--- config.mk ---
export PLATFORM = sky130hd
export DESIGN_NAME = multi_mode_thread_picker
export DESIGN_NICKNAME = d
export VERILOG_FILES = /design/src/sv/mmtp_pkg.sv /design/src/sv/mmtp_ram.sv /design/src/sv/mmtp_divider.sv /design/src/sv/multi_mode_thread_picker.sv
export SDC_FILE = /design/constraint.sdc
export NUM_CORES = 1
export LEC_CHECK = 0
export BUFFER_PORTS_ARGS = -buffer_cell sky130_fd_sc_hd__buf_2
export CORE_MARGIN = 2
export CORE_UTILIZATION = 57
export CTS_CLUSTER_DIAMETER = 50
export DETAILED_ROUTE_END_ITERATION = 16
export PLACE_DENSITY = 0.77
export RECOVER_POWER = 25
export SKIP_CTS_REPAIR_TIMING = 1
export SLEW_MARGIN = 30
export SYNTH_ARGS = -nofsm -noshare
export SYNTH_HDL_FRONTEND = slang
export SYNTH_SLANG_ARGS = --single-unit
--- constraint.sdc ---
create_clock -name clk_i -period 6.4 [get_ports clk_i]
set_clock_uncertainty 0.15 [all_clocks]
set_input_delay 1.6 -clock clk_i [delete_from_list [all_inputs] [get_ports clk_i]]
set_output_delay 1.6 -clock clk_i [all_outputs]
set_load 0.02 [all_outputs]
--- src/sv/mmtp_pkg.sv ---
// mmtp_pkg: types, widths and codes shared by the thread picker modules
// no dependencies

package mmtp_pkg;

  localparam int unsigned MAX_THREADS = 16;
  localparam int unsigned TICKET_BITS = 16;

  localparam int unsigned IDX_W   = $clog2(MAX_THREADS);
  localparam int unsigned CNT_W   = $clog2(MAX_THREADS + 1);
  localparam int unsigned TOTAL_W = TICKET_BITS + IDX_W;
  localparam int unsigned DIVS_W  = TOTAL_W + 1;
  localparam int unsigned PRI_W   = 8;
  localparam int unsigned RAND_W  = 32;
  localparam int unsigned MODE_W  = 2;
  localparam int unsigned TC_W    = 5;
  localparam int unsigned N_W     = (TC_W > CNT_W) ? TC_W : CNT_W;
  localparam int unsigned CFG_ADDR_W = 1;
  localparam int unsigned CFG_DATA_W = TC_W;

  localparam logic [TICKET_BITS-1:0] TICKET_MAX = '1;
  localparam logic [TC_W-1:0]        TC_RESET   = 5'd16;

  localparam logic [CFG_ADDR_W-1:0] REG_SCHED_MODE   = 1'd0;
  localparam logic [CFG_ADDR_W-1:0] REG_THREAD_COUNT = 1'd1;

  localparam logic OP_PICK  = 1'b0;
  localparam logic OP_WRITE = 1'b1;

  typedef enum logic [MODE_W-1:0] {
    MODE_RR  = 2'd0,
    MODE_LOT = 2'd1,
    MODE_PRI = 2'd2
  } mode_e;

  typedef enum logic [3:0] {
    ST_IDLE,
    ST_DISPATCH,
    ST_WR_UPD,
    ST_DIV,
    ST_LOT_WALK,
    ST_PRI_WALK,
    ST_MOD,
    ST_SEEK
  } state_e;

  typedef struct packed {
    logic                   opcode;
    logic [IDX_W-1:0]       entry_index;
    logic [PRI_W-1:0]       entry_priority;
    logic [TICKET_BITS-1:0] entry_tickets;
    logic                   entry_alive;
    logic [RAND_W-1:0]      random_word;
  } item_t;

  typedef struct packed {
    logic [IDX_W-1:0] chosen_thread;
    logic             chosen_valid;
  } result_t;

  typedef struct packed {
    logic [PRI_W-1:0]       prio;
    logic [TICKET_BITS-1:0] tickets;
  } entry_t;

endpackage

--- src/sv/mmtp_ram.sv ---
// mmtp_ram: generic single write port, single read port ram with registered read
// no dependencies

module mmtp_ram #(
  parameter int unsigned WIDTH = 8,
  parameter int unsigned DEPTH = 16
) (
  input  logic                     clk_i,
  input  logic                     we_i,
  input  logic [$clog2(DEPTH)-1:0] waddr_i,
  input  logic [WIDTH-1:0]         wdata_i,
  input  logic [$clog2(DEPTH)-1:0] raddr_i,
  output logic [WIDTH-1:0]         rdata_o
);

  logic [WIDTH-1:0] mem [DEPTH];
  logic [WIDTH-1:0] rdata_q;

  always_ff @(posedge clk_i) begin
    if (we_i) begin
      mem[waddr_i] <= wdata_i;
    end
    rdata_q <= mem[raddr_i];
  end

  assign rdata_o = rdata_q;

endmodule

--- src/sv/mmtp_divider.sv ---
// mmtp_divider: restoring divider giving the remainder, one quotient bit per cycle
// depends on mmtp_pkg

module mmtp_divider
  import mmtp_pkg::*;
(
  input  logic              clk_i,
  input  logic              rst_ni,
  input  logic              start_i,
  input  logic [RAND_W-1:0] dividend_i,
  input  logic [DIVS_W-1:0] divisor_i,
  output logic              done_o,
  output logic [DIVS_W-1:0] rem_o
);

  localparam int unsigned STEP_W = $clog2(RAND_W + 1);

  logic              busy_q, busy_d;
  logic              done_q, done_d;
  logic [STEP_W-1:0] cnt_q, cnt_d;
  logic [RAND_W-1:0] dvd_q, dvd_d;
  logic [DIVS_W-1:0] dvs_q, dvs_d;
  logic [DIVS_W-1:0] rem_q, rem_d;
  logic [DIVS_W:0]   shifted;

  assign shifted = {rem_q, dvd_q[RAND_W-1]};

  always_comb begin
    busy_d = busy_q;
    done_d = 1'b0;
    cnt_d  = cnt_q;
    dvd_d  = dvd_q;
    dvs_d  = dvs_q;
    rem_d  = rem_q;
    if (start_i) begin
      busy_d = 1'b1;
      cnt_d  = STEP_W'(RAND_W);
      dvd_d  = dividend_i;
      dvs_d  = divisor_i;
      rem_d  = '0;
    end else if (busy_q) begin
      dvd_d = dvd_q << 1;
      if (shifted >= {1'b0, dvs_q}) begin
        rem_d = DIVS_W'(shifted - {1'b0, dvs_q});
      end else begin
        rem_d = DIVS_W'(shifted);
      end
      cnt_d = cnt_q - STEP_W'(1);
      if (cnt_q == STEP_W'(1)) begin
        busy_d = 1'b0;
        done_d = 1'b1;
      end
    end
  end

  always_ff @(posedge clk_i or negedge rst_ni) begin
    if (!rst_ni) begin
      busy_q <= 1'b0;
      done_q <= 1'b0;
      cnt_q  <= '0;
    end else begin
      busy_q <= busy_d;
      done_q <= done_d;
      cnt_q  <= cnt_d;
    end
  end

  always_ff @(posedge clk_i) begin
    dvd_q <= dvd_d;
    dvs_q <= dvs_d;
    rem_q <= rem_d;
  end

  assign done_o = done_q;
  assign rem_o  = rem_q;

endmodule

--- src/sv/multi_mode_thread_picker.sv ---
// multi_mode_thread_picker: thread table with round robin, lottery and priority picks
// depends on mmtp_pkg, mmtp_ram and mmtp_divider
//
// usage
//   an item is taken when start_i is high and busy_o is low; a write item loads one
//   table entry, a pick item selects the next thread in the mode held in the config
//   register. every item gives exactly one result on res_o, marked by done_o for a
//   single cycle; the receiver cannot stall, so each result must be taken as shown.
//   configuration is written through cfg_we_i/cfg_addr_i/cfg_wdata_i while idle.
//   a pick with nothing alive, or with an unused mode, ends straight from dispatch; a
//   write item reads the old entry and then updates it. the other picks take longer,
//   set by the sequential walk over the entry ram (one entry a cycle), the index wrap
//   by repeated subtraction, the second priority pass once all are served, and the
//   remainder unit for the lottery draw.
//   one item is in flight at a time; busy_o is low again in the cycle of done_o.
//   reset clears the table (entries read as zero until written), selects round
//   robin with sixteen threads and sets the current thread to zero.

module multi_mode_thread_picker
  import mmtp_pkg::*;
(
  input  logic                  clk_i,
  input  logic                  rst_ni,
  input  logic                  start_i,
  input  item_t                 in_i,
  output logic                  busy_o,
  output logic                  done_o,
  output result_t               res_o,
  input  logic                  cfg_we_i,
  input  logic [CFG_ADDR_W-1:0] cfg_addr_i,
  input  logic [CFG_DATA_W-1:0] cfg_wdata_i
);

  state_e                 state_q, state_d;
  mode_e                  mode_q;
  logic [TC_W-1:0]        tc_q;
  item_t                  item_q, item_d;
  logic [IDX_W-1:0]       cur_q, cur_d;
  logic [CNT_W-1:0]       idx_q, idx_d;
  logic [TOTAL_W-1:0]     rest_q, rest_d;
  logic [IDX_W-1:0]       best_idx_q, best_idx_d;
  logic [PRI_W-1:0]       best_pri_q, best_pri_d;
  logic                   found_q, found_d;
  logic [TOTAL_W-1:0]     total_q, total_d;
  logic [MAX_THREADS-1:0] alive_q, alive_d;
  logic [MAX_THREADS-1:0] served_q, served_d;
  logic [MAX_THREADS-1:0] written_q, written_d;
  result_t                res_q, res_d;
  logic                   done_q, done_d;

  logic [N_W-1:0]         n_full;
  logic [CNT_W-1:0]       n;
  logic [MAX_THREADS-1:0] used_mask;
  logic                   any_alive;

  logic                   ram_we;
  logic [IDX_W-1:0]       ram_waddr;
  entry_t                 ram_wdata;
  logic [IDX_W-1:0]       rd_addr;
  entry_t                 rd_data;

  logic                   div_start;
  logic                   div_done;
  logic [DIVS_W-1:0]      div_rem;

  logic [IDX_W-1:0]       cur_idx;
  logic [CNT_W-1:0]       idx_inc;
  logic                   last;
  logic [TICKET_BITS-1:0] walk_tk;
  logic [PRI_W-1:0]       walk_pri;
  logic [TICKET_BITS-1:0] wr_old;
  logic                   cand;
  logic [IDX_W-1:0]       win;

  mmtp_ram #(
    .WIDTH ($bits(entry_t)),
    .DEPTH (MAX_THREADS)
  ) u_table (
    .clk_i   (clk_i),
    .we_i    (ram_we),
    .waddr_i (ram_waddr),
    .wdata_i (ram_wdata),
    .raddr_i (rd_addr),
    .rdata_o (rd_data)
  );

  mmtp_divider u_div (
    .clk_i      (clk_i),
    .rst_ni     (rst_ni),
    .start_i    (div_start),
    .dividend_i (item_q.random_word),
    .divisor_i  (DIVS_W'(total_q) + DIVS_W'(1)),
    .done_o     (div_done),
    .rem_o      (div_rem)
  );

  // threads in use
  always_comb begin
    if (tc_q == '0) begin
      n_full = N_W'(1);
    end else if (N_W'(tc_q) > N_W'(MAX_THREADS)) begin
      n_full = N_W'(MAX_THREADS);
    end else begin
      n_full = N_W'(tc_q);
    end
    n = CNT_W'(n_full);
    for (int k = 0; k < MAX_THREADS; k++) begin
      used_mask[k] = (CNT_W'(k) < n);
    end
    any_alive = |(alive_q & used_mask);
  end

  assign cur_idx  = idx_q[IDX_W-1:0];
  assign idx_inc  = idx_q + CNT_W'(1);
  assign last     = (idx_inc == n);
  assign walk_tk  = written_q[cur_idx] ? rd_data.tickets : '0;
  assign walk_pri = written_q[cur_idx] ? rd_data.prio : '0;
  assign wr_old   = written_q[item_q.entry_index] ? rd_data.tickets : '0;
  assign cand     = alive_q[cur_idx] && !served_q[cur_idx] &&
                    (!found_q || (rd_data.prio > best_pri_q));
  assign win      = cand ? cur_idx : best_idx_q;

  always_comb begin
    state_d    = state_q;
    item_d     = item_q;
    cur_d      = cur_q;
    idx_d      = idx_q;
    rest_d     = rest_q;
    best_idx_d = best_idx_q;
    best_pri_d = best_pri_q;
    found_d    = found_q;
    total_d    = total_q;
    alive_d    = alive_q;
    served_d   = served_q;
    written_d  = written_q;
    res_d      = res_q;
    done_d     = 1'b0;
    rd_addr    = cur_idx;
    ram_we     = 1'b0;
    ram_waddr  = cur_idx;
    ram_wdata  = '0;
    div_start  = 1'b0;

    case (state_q)
      ST_IDLE: begin
        if (start_i) begin
          item_d  = in_i;
          state_d = ST_DISPATCH;
        end
      end

      ST_DISPATCH: begin
        if (item_q.opcode == OP_WRITE) begin
          rd_addr = item_q.entry_index;
          state_d = ST_WR_UPD;
        end else if (!any_alive) begin
          res_d   = '{chosen_thread: cur_q, chosen_valid: 1'b0};
          done_d  = 1'b1;
          state_d = ST_IDLE;
        end else begin
          case (mode_q)
            MODE_RR: begin
              idx_d   = CNT_W'(cur_q) + CNT_W'(1);
              state_d = ST_MOD;
            end
            MODE_LOT: begin
              div_start = 1'b1;
              state_d   = ST_DIV;
            end
            MODE_PRI: begin
              rd_addr = '0;
              idx_d   = '0;
              found_d = 1'b0;
              state_d = ST_PRI_WALK;
            end
            default: begin
              res_d   = '{chosen_thread: cur_q, chosen_valid: 1'b0};
              done_d  = 1'b1;
              state_d = ST_IDLE;
            end
          endcase
        end
      end

      ST_WR_UPD: begin
        total_d   = total_q - TOTAL_W'(wr_old) + TOTAL_W'(item_q.entry_tickets);
        ram_we    = 1'b1;
        ram_waddr = item_q.entry_index;
        ram_wdata = '{prio: item_q.entry_priority, tickets: item_q.entry_tickets};
        written_d[item_q.entry_index] = 1'b1;
        alive_d[item_q.entry_index]   = item_q.entry_alive;
        served_d[item_q.entry_index]  = 1'b0;
        res_d   = '{chosen_thread: cur_q, chosen_valid: 1'b0};
        done_d  = 1'b1;
        state_d = ST_IDLE;
      end

      ST_DIV: begin
        if (div_done) begin
          rest_d  = TOTAL_W'(div_rem);
          idx_d   = '0;
          rd_addr = '0;
          state_d = ST_LOT_WALK;
        end
      end

      ST_LOT_WALK: begin
        rd_addr = IDX_W'(idx_inc);
        if (TOTAL_W'(walk_tk) >= rest_q) begin
          state_d = ST_SEEK;
        end else begin
          rest_d = rest_q - TOTAL_W'(walk_tk);
          if (walk_tk != TICKET_MAX) begin
            ram_we    = 1'b1;
            ram_wdata = '{prio: walk_pri, tickets: walk_tk + TICKET_BITS'(1)};
            written_d[cur_idx] = 1'b1;
            total_d = total_q + TOTAL_W'(1);
          end
          if (last) begin
            res_d   = '{chosen_thread: cur_q, chosen_valid: 1'b0};
            done_d  = 1'b1;
            state_d = ST_IDLE;
          end else begin
            idx_d = idx_inc;
          end
        end
      end

      ST_PRI_WALK: begin
        rd_addr = IDX_W'(idx_inc);
        if (last) begin
          if (cand || found_q) begin
            served_d[win] = 1'b1;
            cur_d   = win;
            res_d   = '{chosen_thread: win, chosen_valid: 1'b1};
            done_d  = 1'b1;
            state_d = ST_IDLE;
          end else begin
            // everything served: start a fresh round
            served_d = served_q & ~used_mask;
            idx_d    = '0;
            found_d  = 1'b0;
            rd_addr  = '0;
          end
        end else begin
          if (cand) begin
            best_idx_d = cur_idx;
            best_pri_d = rd_data.prio;
            found_d    = 1'b1;
          end
          idx_d = idx_inc;
        end
      end

      ST_MOD: begin
        if (idx_q >= n) begin
          idx_d = idx_q - n;
        end else begin
          state_d = ST_SEEK;
        end
      end

      ST_SEEK: begin
        if (alive_q[cur_idx]) begin
          cur_d   = cur_idx;
          res_d   = '{chosen_thread: cur_idx, chosen_valid: 1'b1};
          done_d  = 1'b1;
          state_d = ST_IDLE;
        end else begin
          idx_d = last ? '0 : idx_inc;
        end
      end

      default: begin
        state_d = ST_IDLE;
      end
    endcase
  end

  always_ff @(posedge clk_i or negedge rst_ni) begin
    if (!rst_ni) begin
      state_q   <= ST_IDLE;
      cur_q     <= '0;
      total_q   <= '0;
      alive_q   <= '0;
      served_q  <= '0;
      written_q <= '0;
      done_q    <= 1'b0;
      found_q   <= 1'b0;
      idx_q     <= '0;
    end else begin
      state_q   <= state_d;
      cur_q     <= cur_d;
      total_q   <= total_d;
      alive_q   <= alive_d;
      served_q  <= served_d;
      written_q <= written_d;
      done_q    <= done_d;
      found_q   <= found_d;
      idx_q     <= idx_d;
    end
  end

  always_ff @(posedge clk_i) begin
    item_q     <= item_d;
    rest_q     <= rest_d;
    best_idx_q <= best_idx_d;
    best_pri_q <= best_pri_d;
    res_q      <= res_d;
  end

  // config registers
  always_ff @(posedge clk_i or negedge rst_ni) begin
    if (!rst_ni) begin
      mode_q <= MODE_RR;
      tc_q   <= TC_RESET;
    end else if (cfg_we_i) begin
      case (cfg_addr_i)
        REG_SCHED_MODE:   mode_q <= mode_e'(cfg_wdata_i[MODE_W-1:0]);
        REG_THREAD_COUNT: tc_q   <= cfg_wdata_i[TC_W-1:0];
        default: begin
        end
      endcase
    end
  end

  assign busy_o = (state_q != ST_IDLE);
  assign done_o = done_q;
  assign res_o  = res_q;

  a_done_single: assert property (@(posedge clk_i) disable iff (!rst_ni)
    done_q |=> !done_q)
    else $error("result strobe held for more than one cycle");

  a_done_on_finish: assert property (@(posedge clk_i) disable iff (!rst_ni)
    $fell(busy_o) |-> done_q)
    else $error("item finished without a result transfer");

  a_valid_alive: assert property (@(posedge clk_i) disable iff (!rst_ni)
    (done_q && res_q.chosen_valid) |-> alive_q[res_q.chosen_thread])
    else $error("picked thread is not alive");

  a_draw_range: assert property (@(posedge clk_i) disable iff (!rst_ni)
    (state_q == ST_DIV && div_done) |-> (div_rem <= DIVS_W'(total_q)))
    else $error("lottery draw beyond ticket total");

endmodule

Yosys cells after proc, flatten, opt, wreduce, memory -nomap -nowiden. Memory sizes are Yosys's and may differ from the RTL's. A register that Yosys moved wholly into a read port is not among the register bits. Cells that the tools add are included.

Word-level logic and storage cells: 262. Memories kept: 1. Flip-flop bits (word level): 271. Output and inout bits: 7. RAM bits: 384. Input port bits: 72.

Memory list: u_table.mem (words 16, width 24, rd ports 1, clocked after Yosys merged registers in 1, write ports 1, RTL line mmtp_ram.sv:16) `logic [WIDTH-1:0] mem [DEPTH];`.

Order comparisons: 27. Equality and inequality tests: 32. Bitwise operators: 10. $add $sub $neg: 11. Reductions and logical operators: 36. Multiplexer cells: 117.

Operator list (count): $mux 5 (20); $mux 16 (6); $mux 20 (4); $pmux 20 s2 (2); $mux 4 (19); $mux 32 (2); $pmux 16 s2 (2); $and 16x16->16 (3); $mux 24 (2); $or 16x16->16 (3); $pmux 24 s2 (1); $lt 4x5->1 const A (8); $sub 20x16->20 (2); $mux 1 (35); $not 16->16 (2); $pmux 5 s6 (1); $ne 2x2->1 const B (14); $pmux 4 s7 (1); $pmux 5 s5 (1); $ge 22x21->1 (1); $add 20x1->21 const B (1); $mux 21 (1); $sub 21x21->21 (1); $add 20x1->20 const B (1); 57 further kinds (100).

Depth between registers and ports, before layout. Gate-level depths: netlist (run 1).

Depth after elaboration: 14. Depth in mapped cells: 19.

Modules after synthesis. Synthesis (run 1) repeated with hierarchy kept, for this count alone.

Cells, all modules: 2406. Area total of the unflattened synthesis: 32292.2 um2.

Modules (own cells, without submodules): mmtp_ram (area each 14930.6 um2, seq. area each 12011.5 um2, times used 1, cells an instance 636); multi_mode_thread_picker (area each 12883.6 um2, seq. area each 5201.2 um2, times used 1, cells an instance 1372); mmtp_divider (area each 4478.0 um2, seq. area each 2212.1 um2, times used 1, cells an instance 398).

Least setup slack after synthesis (run 1). Ideal clock, no wire load.

Path type: flip-flop to flip-flop. From: register idx_q[0]. To: memory u_table.mem[8][0] in the netlist's numbering, enable pin. Setup time: 0.405 ns. Clock period less this slack: 5.990 ns. Path buffers: 3. Stages on the path, launching flop included: 19. Arrival time: 5.435 ns. Slack: 0.410 ns. Path through: dfrtp_1 buf_6 mux4_2 mux4_2 clkbuf_1 clkbuf_1 and2_1 ha_1 fa_1 nor2b_1 o21ai_0 a21boi_0 o21a_1 o21ai_0 a21o_1 o21a_1 nor3_2 a22oi_1 nor2_1.

Word-level cells in the longest chain between the ends: 9.

Ends and longest elaborated chain: start: declaration (RTL line multi_mode_thread_picker.sv:39) `logic [CNT_W-1:0] idx_q, idx_d;`; start signal: assignment (RTL line multi_mode_thread_picker.sv:300) `idx_q <= idx_d;`; branches (longest 9 deep; another with $ge 16x20->1); end: declaration (RTL line mmtp_ram.sv:16).

Parallel ways; which one is timed is not known. The select of a mux whose other input is x is not followed.

==> results of run 1 <==
-- synth_stat cells (19+ instances only) --
cell	n
a21oi_1	93
xnor2_1	44
o21ai_0	116
inv_1	139
a211oi_1	31
ha_1	86
nor2_1	153
nor2b_1	25
edfxtp_1	536
nor3_1	44
a31oi_1	31
clkbuf_1	68
dfrtp_1	96
xor2_1	34
fa_1	19
a21o_1	42
nand2b_1	22
nand2_1	235
nand3_1	46
mux2_2	25
o21a_1	22
buf_2	21
and2_1	30
mux2i_1	375
dfxtp_1	45
-- cells by family after synthesis --
kind of cell    after synthesis
buf+inv                     265
fa+ha+maj                   106
flops                       678
xor+xnor                     79
mux                         418
compound gates              474
simple gates                627
-- per-layer routing --
metal | vias up | track usage [%] | wire, um
met1 | 10900 | 35.5 | 33000
met5 | - | 0 | 0
met2 | 952 | 43.3 | 38100
li1 | 10000 | - | -
met4 | 0 | 10.1 | 2660
met3 | 193 | 4.44 | 5780
-- per-stage QoR --
stage                     hold WS [ns]  instances  setup slack [ns]
after detailed placement         0.317       3430             0.327
after floorplan                  0.281       2647             0.410
after CTS                        0.329       3582             0.240
after global routing             0.353       3584            0.0584
after global placement           0.303       3430             0.387
final                            0.331       3584             0.380
-- layout make-up --
class                   count  area, sq um
multi-input cells        1704        12700
well taps                 765          957
flip-flops and latches    678        19400
inverters                 140          526
fillers                  4287        20400
clock buffers             101         2130
clock inverters            51          591
repair buffers            145         1030
-- placed cells by master, fill, tap and decap left out, drive strengths merged, types with 86 or more instances in the layout --
cell type  count
clkbuf       119
inv          151
dfrtp         96
o21ai        118
nand2        236
a21oi         93
edfxtp       536
nor2         153
ha            86
buf          127
mux2i        375
-- final timing paths --
check	depth (start not counted)	endpoint	slack, ns
setup / recovery	15	u_table.mem[0][3]	0.38
hold / removal	1	written_q[5]	0.33
setup reg to reg	15	u_table.mem[0][3]	0.38
hold reg to reg	1	written_q[5]	0.33
max in group asynchronous	2	total_q[11]	1.99
min in group asynchronous	1	tc_q[0]	1.60
-- power breakdown --
part | total (uW) | switching (uW) | internal (uW)
combinational | 123 | 68.7 | 54.0
clock | 4590 | 1920 | 2670
sequential | 4740 | 28.7 | 4710
total | 9450 | 2010 | 7440
-- state kept, by name (all words and copies together) (netlist names), 16 cells and up --
register / flops
u_div.dvd_q: 32
written_q: 16
u_div.dvs_q: 21
u_table.mem: 384
item_q: 62
total_q: 20
alive_q: 16
u_div.rem_o: 21
served_q: 16
u_table.rdata_o: 24
rest_q: 20
==> summary.md, run 1 <==
| Metric | Value |
|---|---|
| Worst r2r src | `idx_q[0]` |
| Share of layout cells above drive strength 1 | `12.2%` |
| Synth Area in Simple Gates | `8.62%` |
| Largest family of logic cells by synthesized area | `multiplexers` |
| Maxcap violations | `2` |
| Final total power | `9450 uW` |
| Area grow syn2layout | `12.0%` |
| Minimum clock period | `6.02 ns` |
| DIE AREA | `60,500 sq um` |
| Die extent in x | `246 um` |
| DRT iter0 DRCs | `2,003` |
| XOR/XNOR Fraction of Synth Area | `2.12%` |
| # nets final | `2,927` |
| Num ports | `79` |
| Post-synth EDFFs | `536` |
| Worst-Skew Late Latency | `0.65 ns` |
| Delay-heaviest family, CP | `compound AO/OA/AOI/OAI gates` |
| Yosys warning total | `0` |
| Max clock buf depth | `3` |
| Critical path type | `reg2reg` |
| Gp weighted congestion | `0.959` |
| Leak Pwr | `0.0151 uW` |
| Router iterations before antenna repair | `6` |
| Vias in the first global route | `22,100` |
| Main area contributors after synthesis | `edfxtp_1, mux2i_1, dfrtp_1, ha_1, dfxtp_1` |
| Placed cell area | `34,600 sq um` |
| GR Overflow Total | `0` |
| Hold Path Origin | `written_q[5]` |
| CTS root buffer | `clkbuf_16` |
| Post-Synth Adder-Cell Area | `4.40%` |
| Post-route cell area | `37,400 sq um` |
| Area share of the leading cell type in the synthesized netlist | `48.3%` |
| Yosys top cell by area | `edfxtp_1` |
| Crit path launch type | `flop` |
| Largest stage delay on the critical path | `0.65 ns` |
| Gr usage total | `26.4%` |
| Relative slew slack | `-70.9%` |
| Diodes inserted | `0` |
| Via density | `6.16` |
| Cell Chain, Critical Path | `mux4_2 > mux4_2 > and2_1 > ha_1 > fa_1 > nor2b_1 > o21ai_0 > a21boi_0 > o21a_1 > o21ai_0 > a21o_1 > o21a_1 > nor3_4 > and2_1 > a22o_1` |
| Top_reg_cell synth | `edfxtp_1` |
| Largest net degree at the start of global routing | `108` |
| Clock slew at reported path FFs | `0.06 ns` |
| Sequential-to-total area share from yosys stat | `58.2%` |
| Syn Area/Cell | `12.6 sq um` |
| Fraction of registers with async set or reset after synthesis | `14.3%` |
| Clock sinks | `678` |
| Fin crit share | `94.1%` |
| TritonCTS Buffers | `81` |
| Failing checks | `capacitance limit, slew limit` |
| Wirelength per Cell | `22.2 um` |
| Hpwl dp | `52.6 mm` |
| Slew @ Worst Pin | `2.56 ns` |
| CP required | `6.61 ns` |
| Max Transition Viols Final | `78` |
| ANT nets after route | `0` |
| Worst vdd ir | `0.000260 V` |
| Crit-path slowest cell | `and2_1` |
| Drt total wl | `79.6 mm` |
| PD cells | `253 nW/um^2` |
| Final setup vio count | `0` |
| Synth Instances | `2,647` |
| Crit. End Element | `flop` |
| Die height | `246 um` |
| Final setup TNS | `0 ns` |
| Core ar. | `57,800 sq um` |
| CP Buf/Inv Count | `0` |
| Syn Std Cell Area | `33,400 sq um` |
| Finished Core Util | `64.6%` |
| Synth cell types | `85` |
| Initial antenna violation count | `0` |
| Syn_nets | `2,824` |
| CTS tree | `done` |
| Status | `finished, violations left` |
| Initial Util | `57.7%` |
| Global-route wire length before repair | `124 mm` |
| Hold Crit Class | `reg2reg` |
| Port Buf Inserts | `78` |
| Critical path startpoint | `idx_q[0]` |
| Row cnt | `88` |
| Critical path peak fanout | `16` |
| CP arrival | `6.23 ns` |
| Final hold violations | `0` |
| F_max | `0.166 GHz` |
| Fraction of synthesized area in multiplexers | `13.3%` |
| Level count of the clock H-tree | `3` |
| Number of remaining DRC errors | `0` |
| Vias | `22,100` |
| #FFs+latches synth | `678` |
| RSZ-0062 raised after global routing | `no` |
| Compound-Gate Fraction of Synth Area | `9.28%` |
Note: power is estimated with default switching activity, not from simulation.
==> run 2, diff against run 1 <==
Settings changed: RECOVER_POWER 25 to 50.
==> run 2 against run 1 <==
Net effect:
- the flow still finishes with violations (capacitance limit, slew limit)
- hold slack got worse by 0.0017 ns
- global-route usage unchanged
- final cell count did not move
- critical endpoint is now u_table.rdata_o[19]
==> summary.md, run 2 (same netlist as run 1, synthesis figures left out) <==
| Metric | Value |
|---|---|
| Die extent in x | `246 um` |
| CP required | `6.76 ns` |
| Hpwl dp | `52.6 mm` |
| Worst-Skew Late Latency | `0.65 ns` |
| Critical path peak fanout | `38` |
| Crit path launch type | `flop` |
| Core ar. | `57,800 sq um` |
| DIE AREA | `60,500 sq um` |
| Vias in the first global route | `22,100` |
| Largest registers | `u_table.mem (384), item_q (62), u_div.dvd_q (32)` |
| Hold Crit Class | `reg2reg` |
| Minimum clock period | `6.10 ns` |
| Fin crit share | `95.4%` |
| Max Transition Viols Final | `123` |
| Final total power | `9450 uW` |
| Largest stage delay on the critical path | `1.02 ns` |
| CTS tree | `done` |
| Most Frequent Cell on Critical Path | `mux2i_1` |
| Global-route wire length before repair | `124 mm` |
| Max clock buf depth | `3` |
| Area grow syn2layout | `11.8%` |
| Leak Pwr | `0.0150 uW` |
| Gr usage total | `26.4%` |
| Fillers | `4,295` |
| Diodes inserted | `0` |
| Largest register FFs | `384` |
| Wirelength per Cell | `22.2 um` |
| Initial Util | `57.7%` |
| Clock sinks | `678` |
| Failing checks | `capacitance limit, slew limit` |
| Delay-heaviest family, CP | `buffers and inverters` |
| CP Buf/Inv Count | `3` |
| CTS root buffer | `clkbuf_16` |
| Commonest non-fill, non-tap cell in the layout | `edfxtp_1` |
| Number of remaining DRC errors | `0` |
| Most flops, register | `u_table.mem` |
| F_max | `0.164 GHz` |
| ANT nets after route | `0` |
| Crit-path slowest cell | `clkbuf_2` |
| Via density | `6.16` |
| RSZ-0062 raised after global routing | `no` |
| Cell Chain, Critical Path | `clkbuf_1 > inv_1 > ha_1 > xnor2_1 > nor3_1 > o21ai_0 > o211ai_2 > o21a_1 > clkbuf_2 > mux2i_1 > mux2i_1 > mux2i_1 > mux2i_1` |
| Share of layout cells above drive strength 1 | `11.7%` |
| GR Overflow Total | `0` |
| Vias | `22,100` |
| Status | `finished, violations left` |
| Clock slew at reported path FFs | `0.06 ns` |
| Relative slew slack | `-71.1%` |
| Row cnt | `88` |
| Critical path type | `reg2reg` |
| Num ports | `79` |
| Highest-count cells in the layout ignoring fill and taps | `edfxtp_1, mux2i_1, nand2_1` |
| Die height | `246 um` |
| Worst vdd ir | `0.000260 V` |
| Level count of the clock H-tree | `3` |
| CP arrival | `6.47 ns` |
| # nets final | `2,927` |
| TritonCTS Buffers | `81` |
| Drt total wl | `79.7 mm` |
| Gp weighted congestion | `0.959` |
| Port Buf Inserts | `78` |
| Final setup vio count | `0` |
| Initial antenna violation count | `0` |
| PD cells | `253 nW/um^2` |
| Largest net degree at the start of global routing | `108` |
| Final setup TNS | `0 ns` |
| Final hold violations | `0` |
| Router iterations before antenna repair | `6` |
| Slew @ Worst Pin | `2.57 ns` |
| DRT iter0 DRCs | `2,149` |
| Maxcap violations | `4` |
| Crit. End Element | `flop` |
## run 2: area by class of cell
type | count | area [sq um] | area share (%)
multi-input combinational | 1704 | 12700 | 34.0
sequential | 678 | 19400 | 52.1
clock inverter | 51 | 591 | 1.58
tap | 765 | 957 | 2.57
inverter | 140 | 526 | 1.41
clock buffer | 101 | 2130 | 5.72
timing repair buffer | 145 | 988 | 2.65
## run 2: power breakdown
group	switching [uW]	total, uW	internal, uW
Clock	1920	4590	2670
Sequential	28.7	4740	4710
Combinational	69.1	123	53.9
## run 2: through the flow
step / setup slack, ns / hold slack [ns] / cells / util, % / instance area [sq um]
2_1_floorplan: 0.410 / 0.281 / 2647 / - / 33400
5_1_grt: 0.0432 / 0.353 / 3584 / 64.5 / 37300
6_report: 0.297 / 0.329 / 3584 / 64.5 / 37300
3_5_place_dp: 0.327 / 0.317 / 3430 / 59.9 / 34600
4_1_cts: 0.240 / 0.329 / 3582 / 64.6 / 37400
3_3_place_gp: 0.387 / 0.303 / 3430 / 59.9 / 34600
## run 2: routing by layer
layer | vias to the layer above | share of wire [%] | track usage [%]
met5 | - | 0 | 0
met3 | 202 | 7.1 | 4.44
li1 | 10000 | - | -
met1 | 10900 | 42 | 35.5
met4 | 0 | 3.5 | 10.1
met2 | 940 | 48 | 43.3
## run 2: worst paths after layout
kind                         startpoint             endpoint  slack [ns]  depth (start not counted)
max                            idx_q[0]  u_table.rdata_o[19]        0.30                         13
min                        written_q[9]         written_q[9]        0.33                          1
max reg2reg                    idx_q[0]  u_table.rdata_o[19]        0.30                         13
min reg2reg                written_q[9]         written_q[9]        0.33                          1
max in group asynchronous        rst_ni          total_q[11]        1.98                          2
min in group asynchronous        rst_ni              tc_q[0]        1.60                          1
